<file path="config.mk">
export PLATFORM = sky130hd
export DESIGN_NAME = projection_coverage_ratio_judge_unit_flat
export DESIGN_NICKNAME = d
export VERILOG_FILES = /design/src/rtl/pcr_pkg.sv /design/src/rtl/pcr_if.sv /design/src/rtl/projection_coverage_ratio_judge_unit.sv /design/src/rtl/pcr_mul.sv /design/src/rtl/pcr_dp.sv /design/src/rtl/pcr_ctrl.sv /design/src/flat_wrapper.sv
export SDC_FILE = /design/constraint.sdc
export NUM_CORES = 2
export LEC_CHECK = 0
export ABC_AREA = 1
export BUFFER_PORTS_ARGS = -buffer_cell sky130_fd_sc_hd__buf_2
export CAP_MARGIN = 20
export CELL_PAD_IN_SITES_DETAIL_PLACEMENT = 1
export CELL_PAD_IN_SITES_GLOBAL_PLACEMENT = 1
export CORE_MARGIN = 10
export CORE_UTILIZATION = 53
export CTS_BUF_LIST = sky130_fd_sc_hd__clkbuf_4
export CTS_CLUSTER_DIAMETER = 50
export CTS_CLUSTER_SIZE = 24
export DETAILED_ROUTE_END_ITERATION = 7
export GPL_TIMING_DRIVEN = 0
export PLACE_DENSITY = 0.88
export SYNTH_ARGS = -nofsm -noshare
export SYNTH_HDL_FRONTEND = slang
export SYNTH_SLANG_ARGS = --single-unit
</file>
<file path="constraint.sdc">
create_clock -name clk_i -period 24 [get_ports clk_i]
set_input_delay 4.8 -clock clk_i [delete_from_list [all_inputs] [get_ports clk_i]]
set_output_delay 4.8 -clock clk_i [all_outputs]
set_load 0.02 [all_outputs]
</file>
<file path="src/rtl/pcr_pkg.sv">
// Shared types, constants and helper functions of the coverage ratio judge.
`timescale 1ns / 1ps
package pcr_pkg;

  localparam int VAL_W      = 24;
  localparam int UNC_W      = 23;
  localparam int CUT_W      = 16;
  localparam int COUNT_W    = 17;
  localparam int SUM_W      = 40;
  localparam int ND_W       = COUNT_W + 1;
  localparam int Q_SHIFT    = 12;
  localparam int CFG_IDX_W  = 3;
  localparam int CFG_DATA_W = UNC_W;
  localparam int COV_W      = 2;

  // Shift-add multiplier geometry
  localparam int MUL_A_W   = SUM_W;
  localparam int MUL_B_W   = CUT_W + ND_W;
  localparam int PROD_W    = MUL_A_W + MUL_B_W;
  localparam int MUL_STEPS = MUL_B_W;
  localparam int STEP_W    = $clog2(MUL_STEPS);

  typedef enum logic [CFG_IDX_W-1:0] {
    CFG_UNCER_CUT        = 3'd0,
    CFG_CHARGE_CUT_SCALE = 3'd1,
    CFG_CHARGE_CUT_LIMIT = 3'd2,
    CFG_COUNT_CUT_SCALE  = 3'd3,
    CFG_COUNT_CUT_LIMIT  = 3'd4
  } cfg_idx_e;

  typedef enum logic [COV_W-1:0] {
    COV_OTHER      = 2'd0,
    COV_REF_COVERS = 2'd1,
    COV_TAR_COVERS = 2'd2
  } cov_e;

  typedef enum logic [1:0] {
    TEST_CHARGE_SCALE = 2'd0,
    TEST_CHARGE_LIMIT = 2'd1,
    TEST_COUNT_SCALE  = 2'd2,
    TEST_COUNT_LIMIT  = 2'd3
  } test_e;

  typedef enum logic [2:0] {
    S_RUN   = 3'd0,
    S_PREP  = 3'd1,
    S_LOAD  = 3'd2,
    S_MUL   = 3'd3,
    S_CHECK = 3'd4,
    S_DONE  = 3'd5
  } state_e;

  typedef struct packed {
    logic  accept;
    logic  prep;
    logic  load;
    logic  step;
    logic  check;
    logic  out_load;
    test_e test;
  } cmd_t;

  typedef struct packed {
    logic need_tests;
  } status_t;

  function automatic logic [COUNT_W-1:0] sat_inc(input logic [COUNT_W-1:0] cnt);
    return (&cnt) ? cnt : cnt + 1'b1;
  endfunction

  function automatic logic [SUM_W-1:0] sat_add(input logic [SUM_W-1:0] sum,
                                               input logic [VAL_W-2:0] val);
    logic [SUM_W:0] s;
    s = {1'b0, sum} + (SUM_W+1)'(val);
    return s[SUM_W] ? {SUM_W{1'b1}} : s[SUM_W-1:0];
  endfunction

endpackage

</file>
<file path="src/rtl/pcr_if.sv">
// Valid/ready channel interfaces for cell words and coverage words.
`timescale 1ns / 1ps
interface pcr_in_if;
  import pcr_pkg::*;
  logic                    valid;
  logic                    ready;
  logic signed [VAL_W-1:0] ref_value;
  logic signed [VAL_W-1:0] tar_value;
  logic                    last;

  modport source (output valid, output ref_value, output tar_value, output last,
                  input ready);
  modport sink   (input valid, input ref_value, input tar_value, input last,
                  output ready);
endinterface

interface pcr_out_if;
  import pcr_pkg::*;
  logic             valid;
  logic             ready;
  logic [COV_W-1:0] coverage;

  modport source (output valid, output coverage, input ready);
  modport sink   (input valid, input coverage, output ready);
endinterface

</file>
<file path="src/rtl/projection_coverage_ratio_judge_unit.sv">
// Top level of the projection coverage ratio judge.
//
//   channel  dir  handshake          payload
//   in_ch    in   valid/ready        ref_value, tar_value (signed 24), last
//   out_ch   out  valid/ready        coverage (2)
//   cfg      in   cfg_we_i           cfg_idx_i (3), cfg_data_i (23)
//
// In the run state a non-last cell word is taken every cycle and folded into the
// counters. A last cell word then passes prep, load and done if the counts decide
// the code, or prep, then for each of the four cross-multiplied ratio tests load,
// multiply on the 34-bit bit-serial shift-add multiplier pair and check, then done.
// Reset is asynchronous, active low, and clears counters, config and state.
// A finished word waits in the output register; cell words are still taken.
`timescale 1ns / 1ps
module projection_coverage_ratio_judge_unit (
  input  logic                           clk_i,
  input  logic                           rst_ni,
  pcr_in_if.sink                         in_ch,
  pcr_out_if.source                      out_ch,
  input  logic                           cfg_we_i,
  input  logic [pcr_pkg::CFG_IDX_W-1:0]  cfg_idx_i,
  input  logic [pcr_pkg::CFG_DATA_W-1:0] cfg_data_i
);
  import pcr_pkg::*;

  cmd_t    cmd;
  status_t status;
  logic    in_ready, out_valid;

  pcr_ctrl u_ctrl (
    .clk_i       (clk_i),
    .rst_ni      (rst_ni),
    .in_valid_i  (in_ch.valid),
    .in_last_i   (in_ch.last),
    .out_ready_i (out_ch.ready),
    .status_i    (status),
    .in_ready_o  (in_ready),
    .out_valid_o (out_valid),
    .cmd_o       (cmd)
  );

  pcr_dp u_dp (
    .clk_i       (clk_i),
    .rst_ni      (rst_ni),
    .cfg_we_i    (cfg_we_i),
    .cfg_idx_i   (cfg_idx_i),
    .cfg_data_i  (cfg_data_i),
    .ref_value_i (in_ch.ref_value),
    .tar_value_i (in_ch.tar_value),
    .cmd_i       (cmd),
    .status_o    (status),
    .coverage_o  (out_ch.coverage)
  );

  assign in_ch.ready  = in_ready;
  assign out_ch.valid = out_valid;

endmodule

</file>
<file path="src/rtl/pcr_mul.sv">
// Bit-serial shift-add multiplier, one multiplier bit per step, MSB first.
`timescale 1ns / 1ps
module pcr_mul (
  input  logic                        clk_i,
  input  logic                        load_i,
  input  logic                        step_i,
  input  logic [pcr_pkg::MUL_A_W-1:0] a_i,
  input  logic [pcr_pkg::MUL_B_W-1:0] b_i,
  output logic [pcr_pkg::PROD_W-1:0]  prod_o
);
  import pcr_pkg::*;

  logic [PROD_W-1:0]  acc_q, acc_d;
  logic [MUL_A_W-1:0] a_q, a_d;
  logic [MUL_B_W-1:0] b_q, b_d;

  always_comb begin
    acc_d = acc_q;
    a_d   = a_q;
    b_d   = b_q;
    if (load_i) begin
      acc_d = '0;
      a_d   = a_i;
      b_d   = b_i;
    end else if (step_i) begin
      acc_d = {acc_q[PROD_W-2:0], 1'b0} + (b_q[MUL_B_W-1] ? PROD_W'(a_q) : '0);
      b_d   = {b_q[MUL_B_W-2:0], 1'b0};
    end
  end

  always_ff @(posedge clk_i) begin
    acc_q <= acc_d;
    a_q   <= a_d;
    b_q   <= b_d;
  end

  assign prod_o = acc_q;

endmodule

</file>
<file path="src/rtl/pcr_dp.sv">
// Datapath: config registers, cell counters and sums, ratio tests, result register.
`timescale 1ns / 1ps
module pcr_dp (
  input  logic                           clk_i,
  input  logic                           rst_ni,
  input  logic                           cfg_we_i,
  input  logic [pcr_pkg::CFG_IDX_W-1:0]  cfg_idx_i,
  input  logic [pcr_pkg::CFG_DATA_W-1:0] cfg_data_i,
  input  logic signed [pcr_pkg::VAL_W-1:0] ref_value_i,
  input  logic signed [pcr_pkg::VAL_W-1:0] tar_value_i,
  input  pcr_pkg::cmd_t                  cmd_i,
  output pcr_pkg::status_t               status_o,
  output logic [pcr_pkg::COV_W-1:0]      coverage_o
);
  import pcr_pkg::*;

  // Configuration
  logic [UNC_W-1:0] uncer_cut_q;
  logic [CUT_W-1:0] chg_scale_q, chg_limit_q, cnt_scale_q, cnt_limit_q;

  always_ff @(posedge clk_i or negedge rst_ni) begin
    if (!rst_ni) begin
      uncer_cut_q <= '0;
      chg_scale_q <= '0;
      chg_limit_q <= '0;
      cnt_scale_q <= '0;
      cnt_limit_q <= '0;
    end else if (cfg_we_i) begin
      case (cfg_idx_i)
        CFG_UNCER_CUT:        uncer_cut_q <= cfg_data_i[UNC_W-1:0];
        CFG_CHARGE_CUT_SCALE: chg_scale_q <= cfg_data_i[CUT_W-1:0];
        CFG_CHARGE_CUT_LIMIT: chg_limit_q <= cfg_data_i[CUT_W-1:0];
        CFG_COUNT_CUT_SCALE:  cnt_scale_q <= cfg_data_i[CUT_W-1:0];
        CFG_COUNT_CUT_LIMIT:  cnt_limit_q <= cfg_data_i[CUT_W-1:0];
        default: ;
      endcase
    end
  end

  // Cell classification
  logic signed [VAL_W:0] ref_ext, tar_ext, dead_lim;
  logic ref_live, tar_live, ref_dead, tar_dead;

  assign ref_ext  = {ref_value_i[VAL_W-1], ref_value_i};
  assign tar_ext  = {tar_value_i[VAL_W-1], tar_value_i};
  assign dead_lim = $signed(-{2'b00, uncer_cut_q});
  assign ref_live = !ref_value_i[VAL_W-1] && (ref_value_i != '0);
  assign tar_live = !tar_value_i[VAL_W-1] && (tar_value_i != '0);
  assign ref_dead = ref_ext < dead_lim;
  assign tar_dead = tar_ext < dead_lim;

  // Accumulators
  logic [COUNT_W-1:0] ref_lc_q, ref_dc_q, tar_lc_q, tar_dc_q, com_cnt_q;
  logic [SUM_W-1:0]   ref_sum_q, tar_sum_q, com_sum_q;

  always_ff @(posedge clk_i or negedge rst_ni) begin
    if (!rst_ni) begin
      ref_lc_q  <= '0;
      ref_dc_q  <= '0;
      tar_lc_q  <= '0;
      tar_dc_q  <= '0;
      com_cnt_q <= '0;
      ref_sum_q <= '0;
      tar_sum_q <= '0;
      com_sum_q <= '0;
    end else if (cmd_i.out_load) begin
      ref_lc_q  <= '0;
      ref_dc_q  <= '0;
      tar_lc_q  <= '0;
      tar_dc_q  <= '0;
      com_cnt_q <= '0;
      ref_sum_q <= '0;
      tar_sum_q <= '0;
      com_sum_q <= '0;
    end else if (cmd_i.accept) begin
      if (ref_live) begin
        ref_lc_q  <= sat_inc(ref_lc_q);
        ref_sum_q <= sat_add(ref_sum_q, ref_value_i[VAL_W-2:0]);
      end else if (ref_dead) begin
        ref_dc_q <= sat_inc(ref_dc_q);
      end
      if (tar_live) begin
        tar_lc_q  <= sat_inc(tar_lc_q);
        tar_sum_q <= sat_add(tar_sum_q, tar_value_i[VAL_W-2:0]);
      end else if (tar_dead) begin
        tar_dc_q <= sat_inc(tar_dc_q);
      end
      if (ref_live && tar_live) begin
        com_cnt_q <= sat_inc(com_cnt_q);
        com_sum_q <= sat_add(com_sum_q, ref_value_i[VAL_W-2:0]);
      end
    end
  end

  // Early decision and pick of the smaller map
  logic               small_ref;
  logic [COUNT_W-1:0] sm_n, sm_d;
  logic [SUM_W-1:0]   sm_c;
  cov_e               early_code;
  logic               early_need;

  always_comb begin
    small_ref  = ref_lc_q < tar_lc_q;
    sm_n       = small_ref ? ref_lc_q  : tar_lc_q;
    sm_d       = small_ref ? ref_dc_q  : tar_dc_q;
    sm_c       = small_ref ? ref_sum_q : tar_sum_q;
    early_need = 1'b0;
    if (ref_lc_q != '0 && tar_lc_q != '0 && com_cnt_q == '0) begin
      early_code = COV_OTHER;
    end else if (com_cnt_q == ref_lc_q) begin
      early_code = COV_TAR_COVERS;
    end else if (com_cnt_q == tar_lc_q) begin
      early_code = COV_REF_COVERS;
    end else if (sm_n == '0 || sm_c == '0) begin
      early_code = COV_OTHER;
    end else begin
      early_code = small_ref ? COV_TAR_COVERS : COV_REF_COVERS;
      early_need = 1'b1;
    end
  end

  cov_e               code_q;
  logic               need_q, pass_q;
  logic [COUNT_W-1:0] n_q, nloss_q;
  logic [SUM_W-1:0]   c_q, closs_q;
  logic [ND_W-1:0]    nd_q;
  logic [COV_W-1:0]   coverage_q;

  // Two multiplier lanes: left and right side of one cross-multiplied test
  logic [MUL_A_W-1:0] la, ra;
  logic [MUL_B_W-1:0] lb, rb;
  logic [PROD_W-1:0]  lprod, rprod;

  always_comb begin
    la = closs_q;
    lb = MUL_B_W'(1) << Q_SHIFT;
    ra = c_q;
    rb = MUL_B_W'(chg_limit_q);
    case (cmd_i.test)
      TEST_CHARGE_SCALE: begin
        lb = MUL_B_W'({n_q, {Q_SHIFT{1'b0}}});
        rb = MUL_B_W'(chg_scale_q) * MUL_B_W'(nd_q);
      end
      TEST_CHARGE_LIMIT: ;
      TEST_COUNT_SCALE: begin
        la = MUL_A_W'(nloss_q);
        ra = MUL_A_W'(nd_q);
        rb = MUL_B_W'(cnt_scale_q);
      end
      TEST_COUNT_LIMIT: begin
        la = MUL_A_W'(nloss_q);
        ra = MUL_A_W'(n_q);
        rb = MUL_B_W'(cnt_limit_q);
      end
      default: ;
    endcase
  end

  pcr_mul u_mul_l (
    .clk_i  (clk_i),
    .load_i (cmd_i.load),
    .step_i (cmd_i.step),
    .a_i    (la),
    .b_i    (lb),
    .prod_o (lprod)
  );

  pcr_mul u_mul_r (
    .clk_i  (clk_i),
    .load_i (cmd_i.load),
    .step_i (cmd_i.step),
    .a_i    (ra),
    .b_i    (rb),
    .prod_o (rprod)
  );

  always_ff @(posedge clk_i) begin
    if (cmd_i.prep) begin
      code_q  <= early_code;
      need_q  <= early_need;
      pass_q  <= 1'b1;
      n_q     <= sm_n;
      c_q     <= sm_c;
      nd_q    <= {1'b0, sm_n} + {1'b0, sm_d};
      closs_q <= (sm_c >= com_sum_q) ? sm_c - com_sum_q : '0;
      nloss_q <= (sm_n >= com_cnt_q) ? sm_n - com_cnt_q : '0;
    end else if (cmd_i.check) begin
      pass_q <= pass_q & (lprod < rprod);
    end
    if (cmd_i.out_load) begin
      coverage_q <= (need_q && !pass_q) ? COV_OTHER : code_q;
    end
  end

  assign status_o.need_tests = need_q;
  assign coverage_o          = coverage_q;

endmodule

</file>
<file path="src/rtl/pcr_ctrl.sv">
// Controller: accepts cell words, sequences the ratio tests, owns the result valid.
`timescale 1ns / 1ps
module pcr_ctrl (
  input  logic             clk_i,
  input  logic             rst_ni,
  input  logic             in_valid_i,
  input  logic             in_last_i,
  input  logic             out_ready_i,
  input  pcr_pkg::status_t status_i,
  output logic             in_ready_o,
  output logic             out_valid_o,
  output pcr_pkg::cmd_t    cmd_o
);
  import pcr_pkg::*;

  state_e            state_q, state_d;
  logic [STEP_W-1:0] step_q, step_d;
  test_e             test_q, test_d;
  logic              out_valid_q, out_valid_d;
  cmd_t              cmd;

  always_ff @(posedge clk_i or negedge rst_ni) begin
    if (!rst_ni) begin
      state_q     <= S_RUN;
      step_q      <= '0;
      test_q      <= TEST_CHARGE_SCALE;
      out_valid_q <= 1'b0;
    end else begin
      state_q     <= state_d;
      step_q      <= step_d;
      test_q      <= test_d;
      out_valid_q <= out_valid_d;
    end
  end

  always_comb begin
    state_d    = state_q;
    step_d     = step_q;
    test_d     = test_q;
    in_ready_o = 1'b0;
    cmd        = '0;
    case (state_q)
      S_RUN: begin
        in_ready_o = 1'b1;
        if (in_valid_i) begin
          cmd.accept = 1'b1;
          if (in_last_i) begin
            state_d = S_PREP;
          end
        end
      end
      S_PREP: begin
        cmd.prep = 1'b1;
        test_d   = TEST_CHARGE_SCALE;
        state_d  = S_LOAD;
      end
      S_LOAD: begin
        if (!status_i.need_tests) begin
          state_d = S_DONE;
        end else begin
          cmd.load = 1'b1;
          step_d   = '0;
          state_d  = S_MUL;
        end
      end
      S_MUL: begin
        cmd.step = 1'b1;
        step_d   = step_q + 1'b1;
        if (step_q == STEP_W'(MUL_STEPS - 1)) begin
          state_d = S_CHECK;
        end
      end
      S_CHECK: begin
        cmd.check = 1'b1;
        if (test_q == TEST_COUNT_LIMIT) begin
          state_d = S_DONE;
        end else begin
          test_d  = test_e'(test_q + 2'd1);
          state_d = S_LOAD;
        end
      end
      S_DONE: begin
        // hold until the previous word has left the output register
        if (!out_valid_q || out_ready_i) begin
          cmd.out_load = 1'b1;
          state_d      = S_RUN;
        end
      end
      default: begin
        state_d = S_RUN;
      end
    endcase
    cmd.test = test_q;
  end

  always_comb begin
    out_valid_d = out_valid_q;
    if (cmd.out_load) begin
      out_valid_d = 1'b1;
    end else if (out_ready_i) begin
      out_valid_d = 1'b0;
    end
  end

  assign out_valid_o = out_valid_q;
  assign cmd_o       = cmd;

endmodule

</file>
<file path="src/flat_wrapper.sv">
// flat-port wrapper written by rule: the top's interface ports become plain ports
module projection_coverage_ratio_judge_unit_flat import pcr_pkg::*;
  (clk_i, rst_ni, cfg_we_i, cfg_idx_i, cfg_data_i, in_ch_valid, in_ch_ref_value, in_ch_tar_value, in_ch_last, in_ch_ready, out_ch_valid, out_ch_coverage, out_ch_ready);
  pcr_in_if in_ch_i ();
  pcr_out_if out_ch_i ();
  input  logic clk_i;
  input  logic rst_ni;
  input  logic cfg_we_i;
  input  logic [pcr_pkg::CFG_IDX_W-1:0] cfg_idx_i;
  input  logic [pcr_pkg::CFG_DATA_W-1:0] cfg_data_i;
  input wire logic [$bits(in_ch_i.valid)-1:0] in_ch_valid;
  input wire logic [$bits(in_ch_i.ref_value)-1:0] in_ch_ref_value;
  input wire logic [$bits(in_ch_i.tar_value)-1:0] in_ch_tar_value;
  input wire logic [$bits(in_ch_i.last)-1:0] in_ch_last;
  output wire logic [$bits(in_ch_i.ready)-1:0] in_ch_ready;
  output wire logic [$bits(out_ch_i.valid)-1:0] out_ch_valid;
  output wire logic [$bits(out_ch_i.coverage)-1:0] out_ch_coverage;
  input wire logic [$bits(out_ch_i.ready)-1:0] out_ch_ready;
  assign in_ch_i.valid = in_ch_valid;
  assign in_ch_i.ref_value = in_ch_ref_value;
  assign in_ch_i.tar_value = in_ch_tar_value;
  assign in_ch_i.last = in_ch_last;
  assign in_ch_ready = in_ch_i.ready;
  assign out_ch_valid = out_ch_i.valid;
  assign out_ch_coverage = out_ch_i.coverage;
  assign out_ch_i.ready = out_ch_ready;
  projection_coverage_ratio_judge_unit u_core (.clk_i(clk_i), .rst_ni(rst_ni), .in_ch(in_ch_i), .out_ch(out_ch_i), .cfg_we_i(cfg_we_i), .cfg_idx_i(cfg_idx_i), .cfg_data_i(cfg_data_i));
endmodule
</file>
==> flow_metrics.tcl <==
set metrics [dict create \
    hold_path_class "reg -> reg" \
    track_usage_pct 37.01 \
    cts_tree "yes" \
    start_util_pct 53.47 \
    slowest_stage "clkbuf_1" \
    rows 124 \
    clk-insertion-delay-late_ns 1.13 \
    ys_seq_area_share_pct 30.65 \
    ys_types 71 \
    synth_flop_cell "dfrtp_1" \
    synth_edf_count 273 \
    clock-sinks 726 \
    io_pins 84 \
    postCtsHoldBufs 0 \
    cp-start-kind "register" \
    synth_warnings 0 \
    drc 0 \
    synth_area_leaders "edfxtp_1 13%, dfrtp_1 12%, nand2_1 12%" \
    status "complete, no violations" \
    tns_ns 0 \
    path_class "reg -> reg" \
    syn_area_sq_um 61310 \
    worstPathRequired_ns 24.74 \
    grt_pass1_vias 65070 \
    critical_path.most_common_cell "fa_1" \
    synth_area_per_cell_sq_um 7.342 \
    tightest_slew_ns 1.312 \
    vias_per_cell 5.985 \
    antenna_found_initial 11 \
    multi_input_area_sq_um 35700 \
    clockRootBuffer "clkbuf_4" \
    rsz0062_at_grt "false" \
    grt_overflow_total 0 \
    synth_top_area_share_pct 13.37 \
    drive_gt1_share_pct 4.693 \
    design.die.area_sq_um 129700 \
    drt_iter0_markers 5292 \
    grt_max_degree 98 \
    path_max_fanout 10 \
    cts_resized 0 \
    final_common_cell "nand2_1" \
    design.core.area_sq_um 114700 \
    fmax_mhz 123.1 \
    crit_buf_inv 5 \
    nFillCells 14910 \
    hold_depth 2 \
    critical-path-max-stage-delay_ns 0.81 \
    grt_pass1_wl_mm 376.1 \
    post_drt_wl_per_cell_microns 24.34 \
    num-nets-final 9357 \
    drv_cap 0 \
    slew_violations 0 \
    cts_buffer_depth 3 \
    cts_max_level 3 \
    cts_buffers 104 \
    final_cell_mix "1919 x nand2_1, 1530 x inv_1, 668 x o21ai_0" \
    layout_min_cycle_time_ns 8.121 \
    clk_pin_slew_ns 0.14 \
    async_reset_ff_share_pct 41.87 \
    syn_inst 8350 \
    drt-total-wl_mm 247.6 \
    arrival_ns 8.86 \
    setup_viol 0 \
    fp.dieH_microns 360.1 \
    critical_path.top_delay_family "adder cells" \
    reg2reg_depth 22 \
    crit_chain "clkbuf_1, clkbuf_1, nand2_1, fa_1, inv_1, fa_1, fa_1, fa_1, fa_1, inv_1, fa_1, inv_1, ha_1, nand2_1, o21ai_0, a21oi_1, o211ai_1, nand4_1, nand3_1, nand2_1, nand2_1, o21ai_0" \
    fin_skew_ns 0.1544 \
    dr_total_vias 60880 \
    place_congestion 1.014 \
    die_w_microns 360.1 \
    regArea_sq_um 18790 \
    hold-worst-slack_ns 0.4702 \
    synth_nets 9144 \
    post-dp-hpwl_mm 199.9 \
    hold_viol_final 0 \
    port_buffers 83 \
    synth-seq-cells 726 \
    fin_crit_sh_pct 33.84 \
    cp-end-kind "register" \
    syn_to_final_growth_pct 7.112 \
    path_depth 22 \
    synth_largest_area_cell "edfxtp_1" \
    ant_nets 0 \
    dr.pass1.iters 8 \
    slew_headroom_pct 11.58 \
    post_cts_buffers 0 \
]
[registers in the layout (all words and copies together), names as in the netlist, 17 cells and up]
register and count:
u_core.u_dp.tar_sum_q 40, u_core.u_dp.u_mul_r.prod_o 74, u_core.u_dp.uncer_cut_q 23, u_core.u_dp.tar_lc_q 17, u_core.u_dp.u_mul_l.b_q 22, u_core.u_dp.com_cnt_q 17, u_core.u_dp.ref_lc_q 17, u_core.u_dp.ref_dc_q 17
u_core.u_dp.ref_sum_q 40, u_core.u_dp.nd_q 18, u_core.u_dp.u_mul_r.b_q 34, u_core.u_dp.com_sum_q 40, u_core.u_dp.u_mul_l.a_q 40, u_core.u_dp.u_mul_l.prod_o 74, u_core.u_dp.nloss_q 17, u_core.u_dp.u_mul_r.a_q 40
u_core.u_dp.c_q 40, u_core.u_dp.closs_q 40, u_core.u_dp.n_q 17, u_core.u_dp.tar_dc_q 17
[final timing paths]
kind	end	from	slack (ns)
min in group asynchronous	u_core.u_dp.cnt_scale_q[0]	rst_ni	3.60
min reg2reg	u_core.u_dp.pass_q	u_core.u_dp.pass_q	0.47
max reg2reg	u_core.u_dp.u_mul_r.b_q[33]	u_core.u_dp.nd_q[7]	15.88
min	u_core.u_dp.pass_q	u_core.u_dp.pass_q	0.47
max in group asynchronous	u_core.u_dp.com_sum_q[20]	rst_ni	19.01
max	u_core.u_dp.u_mul_r.b_q[33]	u_core.u_dp.nd_q[7]	15.88
[per-stage QoR]
| stage | cells | setup slack, ns | utilization [%] | area (sq um) |
|---|---|---|---|---|
| floorplan | 8350 | 13.17 | - | 61310 |
| global placement | 9945 | 9.433 | 55.48 | 63610 |
| detailed placement | 9965 | 15.72 | 55.76 | 63930 |
| CTS | 10160 | 16.09 | 57.22 | 65600 |
| global route | 10170 | 15.77 | 57.26 | 65650 |
| finish | 10170 | 15.88 | 57.27 | 65670 |
[cell type report]
type                            count  area share [%]
Timing Repair Buffer              107           1.168
Clock inverter                     79           1.231
Antenna cell                        8         0.03049
Buffer                            250           1.532
Tap cell                         1512           2.881
Inverter                         1550           8.864
Clock buffer                      115           1.315
Multi-Input combinational cell   5824           54.37
Sequential cell                   726           28.61
[metal layers]
metal / global-route usage (%) / share of wire (%) / vias up
met5: 0 / 0.011 / -
met4: 22.88 / 7.2 / 6
met3: 5.834 / 7.1 / 900
met1: 44.59 / 39 / 29910
met2: 61.80 / 47 / 2553
li1: - / - / 27510
[synth_stat cells (15+ instances only)]
master       n
fa_1       230
o22ai_1     19
buf_1       16
o21a_1      35
xnor2_1     72
nor4_1      65
o221ai_1    24
a21oi_1    506
a21o_1      42
buf_2       15
dfrtp_1    304
a21boi_0    22
inv_1     1531
edfxtp_1   273
nor3_1     137
nand2_1   1920
ha_1       484
o31ai_1     21
nor2_1     597
dfxtp_1    149
xor2_1     212
nand4_1    108
clkbuf_1   212
o21ai_1     41
o21bai_1    71
a22oi_1     21
nand3_1    283
o211ai_1    73
o21ai_0    668
or2_2       16
a31oi_1     48
[logic make-up (layout without fill, tap and decap cells)]
| logic type | after synthesis | count (layout) | share of synthesized area (%) |
|---|---|---|---|
| xor gates and xnor gates | 284 | 284 | 4.057 |
| muxes | 3 | 3 | 0.05510 |
| buffers and inverters | 1800 | 2101 | 11.13 |
| DFF | 726 | 726 | 30.65 |
| other | 0 | 8 | 0 |
| AOI/OAI and AO/OA | 1627 | 1627 | 14.95 |
| and+or+nand+nor | 3196 | 3196 | 21.77 |
| adders and majority gates | 714 | 714 | 17.39 |
[worst reg2reg max path: stages (launching register included)]
cell	delay, ns
edfxtp_1	0.35
clkbuf_1	0.81
clkbuf_1	0.72
nand2_1	0.18
fa_1	0.58
inv_1	0.07
fa_1	0.54
fa_1	0.47
fa_1	0.57
fa_1	0.63
inv_1	0.10
fa_1	0.57
inv_1	0.05
ha_1	0.39
nand2_1	0.14
o21ai_0	0.27
a21oi_1	0.11
o211ai_1	0.57
nand4_1	0.20
nand3_1	0.16
nand2_1	0.09
nand2_1	0.07
o21ai_0	0.11
Power is left out: the tool's default activity adds up to more than one toggle a clock period on the data nets, which glitch-free logic cannot reach.
